==> config.mk <==
export PLATFORM = sky130hd
export DESIGN_NAME = circular_deque_unit
export DESIGN_NICKNAME = d
export VERILOG_FILES = /design/src/rtl/cdq_pkg.sv /design/src/rtl/cdq_ram.sv /design/src/rtl/cdq_fifo.sv /design/src/rtl/cdq_front.sv /design/src/rtl/cdq_back.sv /design/src/rtl/circular_deque_unit.sv
export SDC_FILE = /design/constraint.sdc
export NUM_CORES = 1
export LEC_CHECK = 0
export ABC_AREA = 1
export BUFFER_PORTS_ARGS = -buffer_cell sky130_fd_sc_hd__buf_2
export CORE_ASPECT_RATIO = 1.4
export CORE_MARGIN = 4
export CORE_UTILIZATION = 50
export CTS_BUF_LIST = sky130_fd_sc_hd__clkbuf_8
export CTS_CLUSTER_DIAMETER = 120
export DETAILED_ROUTE_END_ITERATION = 16
export PLACE_DENSITY_LB_ADDON = 0.12
export SKIP_CTS_REPAIR_TIMING = 1
export SYNTH_ARGS = -nofsm -noshare
export SYNTH_HDL_FRONTEND = slang
export SYNTH_SLANG_ARGS = --single-unit
==> constraint.sdc <==
create_clock -name i_clk -period 3.62 [get_ports i_clk]
set_clock_uncertainty 0.15 [all_clocks]
set_input_delay 0.543 -clock i_clk [delete_from_list [all_inputs] [get_ports i_clk]]
set_output_delay 0.543 -clock i_clk [all_outputs]
set_load 0.02 [all_outputs]
==> src/rtl/cdq_pkg.sv <==
// Shared types and codes for the circular deque unit.
package cdq_pkg;

    localparam int unsigned REQ_W = 3;
    localparam int unsigned VAL_W = 32;
    localparam int unsigned ST_W  = 2;

    // Request codes as they arrive on the input
    typedef enum logic [REQ_W-1:0] {
        OP_PUSH_FRONT = 3'd0,
        OP_PUSH_REAR  = 3'd1,
        OP_POP_FRONT  = 3'd2,
        OP_POP_REAR   = 3'd3,
        OP_LIST       = 3'd4
    } t_op;

    // Result status codes
    typedef enum logic [ST_W-1:0] {
        ST_OK    = 2'd0,
        ST_OVER  = 2'd1,
        ST_UNDER = 2'd2
    } t_status;

    // Back-end sequencer states
    typedef enum logic {
        S_IDLE,
        S_EMIT
    } t_state;

    // Classified request word, front to back
    typedef struct packed {
        t_op                     op;
        logic signed [VAL_W-1:0] value;
    } t_cmd;

    // Result word, back to output queue
    typedef struct packed {
        t_status                 status;
        logic signed [VAL_W-1:0] value;
        logic                    last;
    } t_res;

endpackage

==> src/rtl/cdq_ram.sv <==
// Generic single-write, single-read RAM with registered read data.
module cdq_ram #(
    parameter int unsigned WIDTH = 32,
    parameter int unsigned DEPTH = 16
) (
    input  logic                     i_clk,
    input  logic                     i_wr_en,
    input  logic [$clog2(DEPTH)-1:0] i_wr_addr,
    input  logic [WIDTH-1:0]         i_wr_data,
    input  logic                     i_rd_en,
    input  logic [$clog2(DEPTH)-1:0] i_rd_addr,
    output logic [WIDTH-1:0]         o_rd_data
);

    logic [WIDTH-1:0] r_mem [DEPTH];
    logic [WIDTH-1:0] r_rd_data;

    // Write port
    always_ff @(posedge i_clk) begin
        if (i_wr_en) begin
            r_mem[i_wr_addr] <= i_wr_data;
        end
    end

    // Registered read port; data holds while no read is issued
    always_ff @(posedge i_clk) begin
        if (i_rd_en) begin
            r_rd_data <= r_mem[i_rd_addr];
        end
    end

    assign o_rd_data = r_rd_data;

endmodule

==> src/rtl/cdq_fifo.sv <==
// Small register-based FIFO used between the deque stages.
module cdq_fifo #(
    parameter int unsigned WIDTH = 35,
    parameter int unsigned DEPTH = 2
) (
    input  logic             i_clk,
    input  logic             i_rst_n,
    input  logic             i_push,
    input  logic [WIDTH-1:0] i_data,
    output logic             o_full,
    input  logic             i_pop,
    output logic [WIDTH-1:0] o_data,
    output logic             o_empty
);

    localparam int unsigned IW = $clog2(DEPTH);
    localparam int unsigned CW = $clog2(DEPTH + 1);

    logic [WIDTH-1:0] r_mem [DEPTH];
    logic [IW-1:0]    r_wp, n_wp;
    logic [IW-1:0]    r_rp, n_rp;
    logic [CW-1:0]    r_cnt, n_cnt;
    logic             wr_ok;
    logic             rd_ok;

    assign o_full  = (r_cnt == CW'(DEPTH));
    assign o_empty = (r_cnt == '0);
    assign wr_ok   = i_push && !o_full;
    assign rd_ok   = i_pop && !o_empty;
    assign o_data  = r_mem[r_rp];

    // Pointer and count update
    always_comb begin
        n_wp  = r_wp;
        n_rp  = r_rp;
        n_cnt = r_cnt;
        if (wr_ok) begin
            n_wp = (r_wp == IW'(DEPTH - 1)) ? '0 : r_wp + 1'b1;
        end
        if (rd_ok) begin
            n_rp = (r_rp == IW'(DEPTH - 1)) ? '0 : r_rp + 1'b1;
        end
        if (wr_ok && !rd_ok) begin
            n_cnt = r_cnt + 1'b1;
        end else if (rd_ok && !wr_ok) begin
            n_cnt = r_cnt - 1'b1;
        end
    end

    always_ff @(posedge i_clk) begin
        if (!i_rst_n) begin
            r_wp  <= '0;
            r_rp  <= '0;
            r_cnt <= '0;
        end else begin
            r_wp  <= n_wp;
            r_rp  <= n_rp;
            r_cnt <= n_cnt;
        end
    end

    // Storage
    always_ff @(posedge i_clk) begin
        if (wr_ok) begin
            r_mem[r_wp] <= i_data;
        end
    end

endmodule

==> src/rtl/cdq_front.sv <==
// Front end: accepts requests, drops unused codes, queues commands.
module cdq_front (
    input  logic                                i_clk,
    input  logic                                i_rst_n,
    input  logic                                push,
    output logic                                full,
    input  logic [cdq_pkg::REQ_W-1:0]           i_req_type,
    input  logic signed [cdq_pkg::VAL_W-1:0]    i_push_value,
    output logic                                o_cmd_valid,
    output cdq_pkg::t_cmd                       o_cmd,
    input  logic                                i_cmd_pop
);
    import cdq_pkg::*;

    logic [$bits(t_cmd)-1:0] q_data;
    logic                    q_empty;
    logic                    code_ok;
    t_cmd                    cmd_in;

    // Classify request code
    always_comb begin
        unique case (i_req_type) inside
            OP_PUSH_FRONT, OP_PUSH_REAR, OP_POP_FRONT, OP_POP_REAR, OP_LIST: code_ok = 1'b1;
            default: code_ok = 1'b0;
        endcase
    end

    assign cmd_in.op    = t_op'(i_req_type);
    assign cmd_in.value = i_push_value;

    // Command queue; unused codes are accepted and dropped
    cdq_fifo #(
        .WIDTH ($bits(t_cmd)),
        .DEPTH (2)
    ) u_cmd_q (
        .i_clk   (i_clk),
        .i_rst_n (i_rst_n),
        .i_push  (push && code_ok),
        .i_data  (cmd_in),
        .o_full  (full),
        .i_pop   (i_cmd_pop),
        .o_data  (q_data),
        .o_empty (q_empty)
    );

    assign o_cmd_valid = !q_empty;
    assign o_cmd       = t_cmd'(q_data);

endmodule

==> src/rtl/cdq_back.sv <==
// Back end: deque indices, word store and result sequencer.
module cdq_back #(
    parameter int unsigned DEPTH = 16
) (
    input  logic          i_clk,
    input  logic          i_rst_n,
    input  logic          i_cmd_valid,
    input  cdq_pkg::t_cmd i_cmd,
    output logic          o_cmd_pop,
    input  logic          i_res_full,
    output logic          o_res_push,
    output cdq_pkg::t_res o_res
);
    import cdq_pkg::*;

    localparam int unsigned AW = $clog2(DEPTH);

    t_state           r_state, n_state;
    logic [AW-1:0]    r_head, n_head;
    logic [AW-1:0]    r_tail, n_tail;
    logic             r_empty, n_empty;
    logic [AW-1:0]    r_ptr, n_ptr;
    logic             r_list, n_list;

    logic             wr_en;
    logic [AW-1:0]    wr_addr;
    logic             rd_en;
    logic [AW-1:0]    rd_addr;
    logic [VAL_W-1:0] rd_data;
    logic             dq_full;
    logic             emit_last;

    function automatic logic [AW-1:0] wrap_inc(input logic [AW-1:0] idx);
        return (idx == AW'(DEPTH - 1)) ? '0 : idx + 1'b1;
    endfunction

    function automatic logic [AW-1:0] wrap_dec(input logic [AW-1:0] idx);
        return (idx == '0) ? AW'(DEPTH - 1) : idx - 1'b1;
    endfunction

    assign dq_full   = !r_empty && (wrap_inc(r_tail) == r_head);
    assign emit_last = !r_list || (r_ptr == r_tail);

    // Sequencer: next state, index updates, store access, result
    always_comb begin
        n_state      = r_state;
        n_head       = r_head;
        n_tail       = r_tail;
        n_empty      = r_empty;
        n_ptr        = r_ptr;
        n_list       = r_list;
        o_cmd_pop    = 1'b0;
        o_res_push   = 1'b0;
        o_res.status = ST_OK;
        o_res.value  = '0;
        o_res.last   = 1'b1;
        wr_en        = 1'b0;
        wr_addr      = '0;
        rd_en        = 1'b0;
        rd_addr      = r_ptr;
        unique case (r_state)
            S_IDLE: begin
                if (i_cmd_valid && !i_res_full) begin
                    o_cmd_pop = 1'b1;
                    case (i_cmd.op) inside
                        OP_PUSH_FRONT, OP_PUSH_REAR: begin
                            o_res_push = 1'b1;
                            if (dq_full) begin
                                o_res.status = ST_OVER;
                            end else begin
                                wr_en   = 1'b1;
                                n_empty = 1'b0;
                                if (r_empty) begin
                                    n_head  = '0;
                                    n_tail  = '0;
                                    wr_addr = '0;
                                end else if (i_cmd.op == OP_PUSH_FRONT) begin
                                    n_head  = wrap_dec(r_head);
                                    wr_addr = wrap_dec(r_head);
                                end else begin
                                    n_tail  = wrap_inc(r_tail);
                                    wr_addr = wrap_inc(r_tail);
                                end
                            end
                        end
                        OP_POP_FRONT, OP_POP_REAR: begin
                            if (r_empty) begin
                                o_res_push   = 1'b1;
                                o_res.status = ST_UNDER;
                            end else begin
                                rd_en   = 1'b1;
                                rd_addr = (i_cmd.op == OP_POP_FRONT) ? r_head : r_tail;
                                n_list  = 1'b0;
                                n_state = S_EMIT;
                                if (r_head == r_tail) begin
                                    n_empty = 1'b1;
                                    n_head  = '0;
                                    n_tail  = '0;
                                end else if (i_cmd.op == OP_POP_FRONT) begin
                                    n_head = wrap_inc(r_head);
                                end else begin
                                    n_tail = wrap_dec(r_tail);
                                end
                            end
                        end
                        default: begin
                            // list contents
                            if (r_empty) begin
                                o_res_push   = 1'b1;
                                o_res.status = ST_UNDER;
                            end else begin
                                rd_en   = 1'b1;
                                rd_addr = r_head;
                                n_ptr   = r_head;
                                n_list  = 1'b1;
                                n_state = S_EMIT;
                            end
                        end
                    endcase
                end
            end
            S_EMIT: begin
                if (!i_res_full) begin
                    o_res_push  = 1'b1;
                    o_res.value = rd_data;
                    o_res.last  = emit_last;
                    if (emit_last) begin
                        n_state = S_IDLE;
                    end else begin
                        n_ptr   = wrap_inc(r_ptr);
                        rd_en   = 1'b1;
                        rd_addr = wrap_inc(r_ptr);
                    end
                end
            end
            default: n_state = S_IDLE;
        endcase
    end

    // State register
    always_ff @(posedge i_clk) begin
        if (!i_rst_n) begin
            r_state <= S_IDLE;
            r_head  <= '0;
            r_tail  <= '0;
            r_empty <= 1'b1;
            r_ptr   <= '0;
            r_list  <= 1'b0;
        end else begin
            r_state <= n_state;
            r_head  <= n_head;
            r_tail  <= n_tail;
            r_empty <= n_empty;
            r_ptr   <= n_ptr;
            r_list  <= n_list;
        end
    end

    // Word store
    cdq_ram #(
        .WIDTH (VAL_W),
        .DEPTH (DEPTH)
    ) u_store (
        .i_clk     (i_clk),
        .i_wr_en   (wr_en),
        .i_wr_addr (wr_addr),
        .i_wr_data (i_cmd.value),
        .i_rd_en   (rd_en),
        .i_rd_addr (rd_addr),
        .o_rd_data (rd_data)
    );

endmodule

==> src/rtl/circular_deque_unit.sv <==
// Circular deque unit: front queue, deque engine and result queue.
// A push result goes from the idle state straight into the result queue; a pop result
// or list word first passes the registered read of the word store and the emit state.
// The engine takes no new command while it emits a pop result or list words, and it
// stalls while the result queue is full; the engine sequencer and the store read set this.
// Reset clears indices, empty flag and both queues; the store is not cleared.
module circular_deque_unit #(
    parameter int unsigned DEPTH = 16
) (
    input  logic                             i_clk,
    input  logic                             i_rst_n,
    input  logic                             push,
    output logic                             full,
    input  logic [cdq_pkg::REQ_W-1:0]        i_req_type,
    input  logic signed [cdq_pkg::VAL_W-1:0] i_push_value,
    output logic                             empty,
    input  logic                             pop,
    output logic [cdq_pkg::ST_W-1:0]         o_status,
    output logic signed [cdq_pkg::VAL_W-1:0] o_item_value,
    output logic                             o_last_item
);
    import cdq_pkg::*;

    logic                    cmd_valid;
    t_cmd                    cmd;
    logic                    cmd_pop;
    logic                    res_full;
    logic                    res_push;
    t_res                    res;
    logic [$bits(t_res)-1:0] res_q_data;
    t_res                    res_out;

    // Request intake
    cdq_front u_front (
        .i_clk        (i_clk),
        .i_rst_n      (i_rst_n),
        .push         (push),
        .full         (full),
        .i_req_type   (i_req_type),
        .i_push_value (i_push_value),
        .o_cmd_valid  (cmd_valid),
        .o_cmd        (cmd),
        .i_cmd_pop    (cmd_pop)
    );

    // Deque engine
    cdq_back #(
        .DEPTH (DEPTH)
    ) u_back (
        .i_clk       (i_clk),
        .i_rst_n     (i_rst_n),
        .i_cmd_valid (cmd_valid),
        .i_cmd       (cmd),
        .o_cmd_pop   (cmd_pop),
        .i_res_full  (res_full),
        .o_res_push  (res_push),
        .o_res       (res)
    );

    // Result queue
    cdq_fifo #(
        .WIDTH ($bits(t_res)),
        .DEPTH (2)
    ) u_res_q (
        .i_clk   (i_clk),
        .i_rst_n (i_rst_n),
        .i_push  (res_push),
        .i_data  (res),
        .o_full  (res_full),
        .i_pop   (pop),
        .o_data  (res_q_data),
        .o_empty (empty)
    );

    assign res_out      = t_res'(res_q_data);
    assign o_status     = res_out.status;
    assign o_item_value = res_out.value;
    assign o_last_item  = res_out.last;

    // Engine never writes a full result queue
    a_no_res_overrun: assert property (@(posedge i_clk) disable iff (!i_rst_n)
        res_push |-> !res_full)
        else $error("result written into full queue");

    // Only list words may be non-final, and they are always ok
    a_mid_list_ok: assert property (@(posedge i_clk) disable iff (!i_rst_n)
        (res_push && !res.last) |-> (res.status == ST_OK))
        else $error("non-final result with error status");

    // Nothing waits on the output right after reset
    a_reset_empty: assert property (@(posedge i_clk)
        !i_rst_n |=> empty)
        else $error("result queue not empty after reset");

    // A command is taken only when one is offered
    a_cmd_pop_valid: assert property (@(posedge i_clk) disable iff (!i_rst_n)
        cmd_pop |-> cmd_valid)
        else $error("command popped from empty queue");

endmodule
==> results of run 1 <==
-- cell families (layout without fill, tap and decap cells) --
group                    after synthesis  after routing  share of synthesized area, %
AO/OA/AOI/OAI                         83             83                          1.48
other                                  0              2                             0
AND/OR/NAND/NOR                     1445           1445                          20.9
multiplexers                          35             35                          1.29
XOR/XNOR                              10             10                         0.286
flip-flops                           709            709                          68.7
adder cells (fa/ha/maj)                7              7                         0.286
buffers and inverters                500            689                          7.01
-- area by class of cell --
class                      instances  area share [%]
clock buffer                     109            4.36
multi-input combinational       1580            22.2
inverter                         343            3.76
clock inverter                    64            1.07
sequential                       709            61.2
antenna                            2          0.0146
tap                              817            2.97
timing repair buffer             173            4.43
-- per-layer routing --
metal | track usage, % | vias up | part of all wire [%]
met1 | 30.8 | 9888 | 41
met2 | 39.3 | 731 | 49
met4 | 8.60 | 4 | 2.9
met3 | 3.71 | 146 | 6.4
li1 | - | 9690 | -
met5 | 0 | - | 0.034
-- stage by stage --
stage | hold WS [ps] | total power, mW | TNS (ps)
after floorplan | 305 | 21.0 | -33270
after global placement | 318 | 25.7 | 0
after detailed placement | 340 | 25.9 | 0
after CTS | -209 | 32.0 | 0
after global routing | 91.5 | 33.9 | 0
final | 104 | 31.7 | 0
-- registers in the layout, indices dropped and copies added, names as in the netlist, named ones only --
register,count
u_back.r_ptr,4
u_back.r_state,1
u_front.u_cmd_q.r_rp,1
u_back.r_tail,4
u_back.r_list,1
u_back.u_store.o_rd_data,32
u_back.u_store.r_mem,512
u_res_q.r_mem,70
u_res_q.r_rp,1
u_res_q.r_cnt,2
u_back.r_empty,1
u_front.u_cmd_q.r_mem,70
u_back.r_head,4
u_res_q.r_wp,1
u_front.u_cmd_q.r_wp,1
u_front.u_cmd_q.r_cnt,2
-- worst min path at each step --
stage                          start                            to  slack [ps]
floorplan           u_res_q.r_cnt[1]              u_res_q.r_cnt[1]         310
finish                       i_rst_n                u_back.r_empty         100
detailed placement  u_res_q.r_cnt[1]              u_res_q.r_cnt[1]         340
CTS                 i_push_value[22]  u_front.u_cmd_q.r_mem[1][22]        -210
global route                 i_rst_n                u_back.r_empty          90
global placement    u_res_q.r_cnt[1]              u_res_q.r_cnt[1]         320
-- power by group --
part / internal (mW) / total (mW) / switching, mW
clock: 2.99 / 5.96 / 2.97
sequential: 10.6 / 10.9 / 0.245
combinational: 4.17 / 14.9 / 10.8
total: 17.8 / 31.7 / 14.0
-- cell usage after synthesis --
| cell type | count | area, µm² |
|---|---|---|
| sky130_fd_sc_hd__a21oi_1 | 25 | 125 |
| sky130_fd_sc_hd__a21oi_2 | 3 | 26.3 |
| sky130_fd_sc_hd__a221oi_1 | 1 | 8.76 |
| sky130_fd_sc_hd__a31oi_1 | 4 | 25.0 |
| sky130_fd_sc_hd__buf_1 | 7 | 26.3 |
| sky130_fd_sc_hd__buf_2 | 107 | 536 |
| sky130_fd_sc_hd__buf_4 | 7 | 52.6 |
| sky130_fd_sc_hd__buf_6 | 14 | 158 |
| sky130_fd_sc_hd__clkbuf_1 | 22 | 82.6 |
| sky130_fd_sc_hd__dfxtp_1 | 25 | 500 |
| sky130_fd_sc_hd__edfxtp_1 | 684 | 20500 |
| sky130_fd_sc_hd__ha_1 | 7 | 87.6 |
| sky130_fd_sc_hd__inv_1 | 332 | 1250 |
| sky130_fd_sc_hd__inv_2 | 10 | 37.5 |
| sky130_fd_sc_hd__inv_6 | 1 | 8.76 |
| sky130_fd_sc_hd__mux2_2 | 35 | 394 |
| sky130_fd_sc_hd__nand2_1 | 702 | 2640 |
| sky130_fd_sc_hd__nand2_2 | 5 | 31.3 |
| sky130_fd_sc_hd__nand2_4 | 5 | 56.3 |
| sky130_fd_sc_hd__nand3_1 | 591 | 2960 |
| sky130_fd_sc_hd__nand3_2 | 2 | 20.0 |
| sky130_fd_sc_hd__nand3_4 | 1 | 17.5 |
| sky130_fd_sc_hd__nand3b_1 | 31 | 233 |
| sky130_fd_sc_hd__nand4_1 | 3 | 18.8 |
| sky130_fd_sc_hd__nor2_1 | 94 | 353 |
| sky130_fd_sc_hd__nor2_2 | 1 | 6.26 |
| sky130_fd_sc_hd__nor2_4 | 2 | 22.5 |
| sky130_fd_sc_hd__nor3_1 | 4 | 20.0 |
| sky130_fd_sc_hd__nor3_2 | 1 | 10.0 |
| sky130_fd_sc_hd__o211ai_1 | 3 | 22.5 |
| sky130_fd_sc_hd__o21a_1 | 2 | 15.0 |
| sky130_fd_sc_hd__o21ai_0 | 39 | 195 |
| sky130_fd_sc_hd__o21ai_1 | 2 | 10.0 |
| sky130_fd_sc_hd__o22ai_1 | 4 | 25.0 |
| sky130_fd_sc_hd__or2_1 | 2 | 12.5 |
| sky130_fd_sc_hd__or2_2 | 1 | 6.26 |
| sky130_fd_sc_hd__xnor2_1 | 2 | 17.5 |
| sky130_fd_sc_hd__xor2_1 | 8 | 70.1 |
-- worst max-delay path: cells and delay by family (launching register included) --
kind | cells | cell delay [ps]
xor+xnor | 1 | 180
flops | 1 | 400
buf+inv | 4 | 530
fa+ha+maj | 1 | 230
compound gates | 2 | 310
simple gates | 7 | 1160
==> results.txt, run 1 <==
----------------------------------------------------
[CTS]
  Number of sinks handled by clock tree synthesis ... 709
  Clk Latency, worst-skew pair ... 710 ps
  H-Tree Level Count ... 3
  CTS Buf Count ... 107
  Root cell of the clock tree ... sky130_fd_sc_hd__clkbuf_8
  Longest Clk Path Bufs ... 3
  Clock tree from TritonCTS ... built
  Worst-path clk slew ... 70 ps

[Worst setup path]
  Worst Path Required ... 3820 ps
  Launching element of the worst setup path ... u_back.r_tail[1]
  CP max stage cell ... sky130_fd_sc_hd__dfxtp_1
  Setup crit start kind ... flop
  Arrival time reported for the critical path endpoint ... 3540 ps
  Critical path peak fanout ... 18
  Register-to-register path setup slack ... 280 ps
  End of the critical path ... u_back.u_store.r_mem[2][12]
  Path depth of the worst reg2reg path ... 15
  Crit-path cells ... ha_1 -> nand2_1 -> inv_1 -> o21ai_0 -> o21ai_0 -> xor2_1 -> nand2_1 -> nand2_1 -> nor2_2 -> inv_2 -> or2_1 -> inv_1 -> nand2_1 -> nor2_4 -> buf_4
  Longest individual stage delay on the worst path ... 400 ps
  Endpoint class of the critical path ... flop
  CP Class ... reg2reg
  Capturing point of the worst reg2reg path ... u_back.u_store.r_mem[2][12]
  Worst reg2reg startpoint ... u_back.r_tail[1]
  Most used cell, CP ... sky130_fd_sc_hd__nand2_1

[Timing]
  Count of pins over their slew limit ... 0
  Slew HR ... 38.1%
  Minimum setup slack in the final design ... 279 ps
  Final Hold Viols ... 0
  RSZ-0062 raised after global routing ... no
  Worst Tran Pin Value ... 925 ps
  Max Clock Freq ... 299 MHz
  Count of endpoints failing setup in the final report ... 0
  Shortest clock period the worst path allows after layout ... 3340 ps
  Share of the clock period used by the worst path after layout ... 92.3%

[Flow run]
  Number of max-cap violations ... 0

[Hold path]
  Min-Delay Path Depth ... 2
  Min-Delay Path Class ... in2reg

[Finish]
  Core utilization of the finished layout ... 56.6%
  Area of all placed cells without fillers ... 34,400 µm²
  Most common library cell in the layout ignoring fill and taps ... sky130_fd_sc_hd__nand2_1
  Area of combinational cells with multiple inputs ... 7620 µm²
  Share of post-route cells with drive strength above 1 ... 11.9%
  FILL cells ... 5,196
  Synthesis-to-layout area growth ... 12.3%
  Post-layout nets ... 2,960
  Area taken by flip-flops and latches ... 21,000 µm²
  Non-filler instance count after layout ... 3,797
  Commonest cells after routing, fill and taps aside ... 699 x sky130_fd_sc_hd__nand2_1, 684 x sky130_fd_sc_hd__edfxtp_1, 591 x sky130_fd_sc_hd__nand3_1

[Global route]
  Total congestion overflow ... 0
  Number of global-route vias before repair ... 20,400
  Antenna violations before repair ... 5
  Wire length of the first global-routing pass ... 118,000 µm
  GRT Total Usage ... 23.3%
  Pin count of the biggest net entering global routing ... 139

[Detailed routing]
  Average vias per placed instance ... 5.39
  Detailed-routing iteration count for the pre-antenna-repair pass ... 5
  First-iteration detailed-routing DRC count ... 1,817
  Residual DRC ... 0
  Wire length per cell ... 20.1 µm
  Drt total wl ... 76,200 µm
  Via count ... 20,500
  Remaining number of nets flagged by the antenna check after routing ... 0

[Logic synthesis]
  Sequential cell area fraction in the yosys report ... 68.7%
  Number of storage elements in the synthesis netlist ... 709
  Synth Net Count ... 2,835
  Summed instance area of the synthesized netlist ... 30,600 µm²
  Syn Area/Cell ... 11.0 µm²
  Synth unique cells ... 38
  Yosys warning total ... 0
  Synthesized netlist cell count ... 2,789

[Die]
  Number of rows in the core area ... 107
  Die Ht ... 301 µm
  Die Span X ... 217 µm
  Core Box Area ... 60,800 µm²
  Die Outline Area ... 65,300 µm²
  Boundary pin count ... 76
  Initial standard-cell utilization of the core ... 50.4%

[Placed design]
  HPWL after DPL ... 45,000 µm
  Post-placement cell area ... 32,100 µm²
  Total placed cells including tap cells ... 3,587
  Count of input and output buffers ... 75
  Post-place setup slack ... 318 ps
  Final weighted congestion in routability-driven placement ... 0.852

[Power and ir drop]
  Worst ir drop on vdd ... 0.000757 V
  Leakage power summed over all cells ... 13.8 nW
  Pwr/cell area ... 924 nW/µm²

[Status]
  Result of the run ... complete, no violations

----------------------------------------------------
No activity file was read; power rests on OpenSTA's default activity.
==> inputs of run 2 (changes only) <==
--- a/config.mk
+++ b/config.mk
@@ -14,6 +14,7 @@
 export CTS_CLUSTER_DIAMETER = 120
 export DETAILED_ROUTE_END_ITERATION = 16
 export PLACE_DENSITY_LB_ADDON = 0.12
+export SETUP_SLACK_MARGIN = 0.5
 export SKIP_CTS_REPAIR_TIMING = 1
 export SYNTH_ARGS = -nofsm -noshare
 export SYNTH_HDL_FRONTEND = slang
==> results.txt, run 2 (same netlist as run 1, synthesis figures left out) <==
----------------------------------------------------
[Timing]
  Worst Tran Pin Value ... 818 ps (-108 ps)
  Minimum setup slack in the final design ... 607 ps (+328 ps)
  Final Hold Viols ... 0 (unchanged)
  Max Clock Freq ... 332 MHz (+11%)
  Count of endpoints failing setup in the final report ... 0 (unchanged)
  Slew HR ... 45.4% (+7.3 points)
  Share of the clock period used by the worst path after layout ... 83.2% (-9.0 points)
  Worst Hold Slack ... 69.1 ps (-34.4 ps)
  Final TNS setup ... 0 ps (unchanged)
  Shortest clock period the worst path allows after layout ... 3010 ps (-328 ps)
  Count of pins over their slew limit ... 0 (unchanged)
  RSZ-0062 raised after global routing ... yes

[Power and ir drop]
  Seq pwr share ... 33.0% (-1.2 points)
  Pwr/cell area ... 936 nW/µm² (+1.3%)
  Final Total Pwr ... 32.9 mW (+3.7%)
  Psw ... 14.5 mW (+3.5%)
  Combinational group share of total power ... 47.9% (+0.9 points)
  Clk pwr share ... 19.1% (+0.3 points)
  Worst ir drop on vdd ... 0.000634 V (-16%)
  Net switching share of the total power ... 44.0% (-0.083 points)
  Leakage power summed over all cells ... 14.2 nW (+2.8%)
  Internal power summed over all cells ... 18.4 mW (+3.9%)

[CTS]
  Root cell of the clock tree ... sky130_fd_sc_hd__clkbuf_8
  H-Tree Level Count ... 3 (unchanged)
  Clock tree from TritonCTS ... built
  Number of sinks handled by clock tree synthesis ... 709 (unchanged)
  Clk Latency, worst-skew pair ... 710 ps (about the same)
  Longest Clk Path Bufs ... 3 (unchanged)
  CTS Buf Count ... 106 (-0.93%)
  Worst-path clk slew ... 60 ps (about the same)

[Finish]
  Core utilization of the finished layout ... 57.9% (+1.3 points)
  Post-layout nets ... 2,995 (+1.2%)
  Area of combinational cells with multiple inputs ... 7740 µm² (+1.6%)
  Area taken by flip-flops and latches ... 21,100 µm² (about the same)
  Largest register FFs ... 512 (unchanged)
  Area of all placed cells without fillers ... 35,200 µm² (+2.4%)
  FILL cells ... 5,170 (-0.50%)
  Non-filler instance count after layout ... 3,852 (+1.4%)
  Synthesis-to-layout area growth ... 15.0%
  Most common library cell in the layout ignoring fill and taps ... sky130_fd_sc_hd__nand2_1
  Largest registers ranked by flip-flop count ... u_back.u_store.r_mem x512, u_front.u_cmd_q.r_mem x70, u_res_q.r_mem x70
  Register ranked first by flip-flop count ... u_back.u_store.r_mem
  Commonest cells after routing, fill and taps aside ... 694 x sky130_fd_sc_hd__nand2_1, 684 x sky130_fd_sc_hd__edfxtp_1, 590 x sky130_fd_sc_hd__nand3_1
  Share of post-route cells with drive strength above 1 ... 14.1% (+2.2 points)

[Placed design]
  Total placed cells including tap cells ... 3,599 (+0.33%)
  Post-placement cell area ... 32,300 µm² (+0.58%)
  Final weighted congestion in routability-driven placement ... 0.870 (+2.1%)
  HPWL after DPL ... 46,000 µm (+2.4%)
  Count of input and output buffers ... 75 (unchanged)
  Post-place setup slack ... 297 ps (-20.9 ps)

[Die]
  Core Box Area ... 60,800 µm² (unchanged)
  Initial standard-cell utilization of the core ... 50.4% (unchanged)
  Die Span X ... 217 µm (unchanged)
  Die Outline Area ... 65,300 µm² (unchanged)
  Boundary pin count ... 76 (unchanged)
  Die Ht ... 301 µm (unchanged)
  Number of rows in the core area ... 107 (unchanged)

[Global route]
  Antenna violations before repair ... 2 (-3)
  Number of global-route vias before repair ... 20,400 (-0.13%)
  Wire length of the first global-routing pass ... 118,000 µm (about the same)
  Pin count of the biggest net entering global routing ... 107 (-23%)
  GRT Total Usage ... 23.3% (about the same)
  Total congestion overflow ... 0 (unchanged)

[Detailed routing]
  Residual DRC ... 0 (unchanged)
  Average vias per placed instance ... 5.40 (+0.16%)
  Detailed-routing iteration count for the pre-antenna-repair pass ... 6 (+1)
  Wire length per cell ... 20.4 µm (+1.9%)
  Via count ... 20,800 (+1.6%)
  Drt total wl ... 78,800 µm (+3.4%)
  Remaining number of nets flagged by the antenna check after routing ... 0 (unchanged)
  First-iteration detailed-routing DRC count ... 2,134 (+17%)

[Worst setup path]
  Endpoint class of the critical path ... flop
  Path depth of the worst reg2reg path ... 15 (unchanged)
  Worst reg2reg startpoint ... u_res_q.r_cnt[0]
  Capturing point of the worst reg2reg path ... u_back.u_store.r_mem[6][25]
  CP Class ... reg2reg
  Critical path peak fanout ... 16 (-2)
  Register-to-register path setup slack ... 610 ps (+330 ps)
  Arrival time reported for the critical path endpoint ... 3260 ps (-280 ps)
  Setup crit start kind ... flop
  Worst Path Required ... 3870 ps (+50 ps)

[Hold path]
  Origin of the worst min-delay path ... i_rst_n
  Min-Delay Path Depth ... 2 (unchanged)
  Min-Delay Path Class ... in2reg
  Worst Hold Path EP ... u_back.r_empty

[Status]
  Result of the run ... complete, no violations

[Flow run]
  Number of max-cap violations ... 0 (unchanged)

----------------------------------------------------
[run 2: per-layer routing]
metal	track usage, %	vias up	part of all wire [%]
met5	0	-	0.019
met4	8.10	2	2.6
li1	-	9769	-
met3	3.33	140	6.9
met1	30.2	10100	40
met2	40.4	810	51
[run 2: worst max path at each step]
| stage | slack [ps] | cells past startpoint | endpoint | from |
|---|---|---|---|---|
| floorplan | -2 | 13 | u_back.u_store.r_mem[8][0] | u_back.r_tail[0] |
| global placement | 290 | 15 | u_back.u_store.r_mem[6][11] | u_back.r_tail[0] |
| detailed placement | 300 | 15 | u_back.u_store.r_mem[6][11] | u_back.r_tail[0] |
| CTS | 250 | 15 | u_back.u_store.r_mem[6][25] | u_back.r_tail[0] |
| global route | 430 | 15 | u_back.u_store.r_mem[6][25] | u_res_q.r_cnt[0] |
| finish | 610 | 15 | u_back.u_store.r_mem[6][25] | u_res_q.r_cnt[0] |
[run 2: final cells by class]
cell class / count / area share (%)
sequential: 709 / 59.8
timing repair buffer: 205 / 5.82
antenna: 1 / 0.00711
inverter: 343 / 3.68
clock buffer: 110 / 4.30
tap: 817 / 2.91
clock inverter: 83 / 1.45
multi-input combinational: 1584 / 22.0
[run 2: worst max-delay path, cell delays in order (launching register included)]
cell and delay (ps):
sky130_fd_sc_hd__dfxtp_1 380, sky130_fd_sc_hd__nor2_2 90, sky130_fd_sc_hd__a21oi_2 170, sky130_fd_sc_hd__inv_1 120
sky130_fd_sc_hd__nor2_4 170, sky130_fd_sc_hd__nand2_1 170, sky130_fd_sc_hd__nor2_4 190, sky130_fd_sc_hd__nand2_2 110
sky130_fd_sc_hd__nor2_4 140, sky130_fd_sc_hd__inv_2 80, sky130_fd_sc_hd__or2_1 220, sky130_fd_sc_hd__inv_1 100
sky130_fd_sc_hd__nand2_2 150, sky130_fd_sc_hd__nor2_4 170, sky130_fd_sc_hd__buf_12 150, sky130_fd_sc_hd__buf_12 160
[run 2: power by group through the flow]
stage	sequential (mW)	combinational, mW	clock (mW)
2_1_floorplan	10.9	10.1	0
3_3_place_gp	11.0	14.8	0
3_5_place_dp	11.0	15.0	0
4_1_cts	10.9	15.0	6.45
5_1_grt	10.9	17.3	6.82
6_report	10.9	15.8	6.29
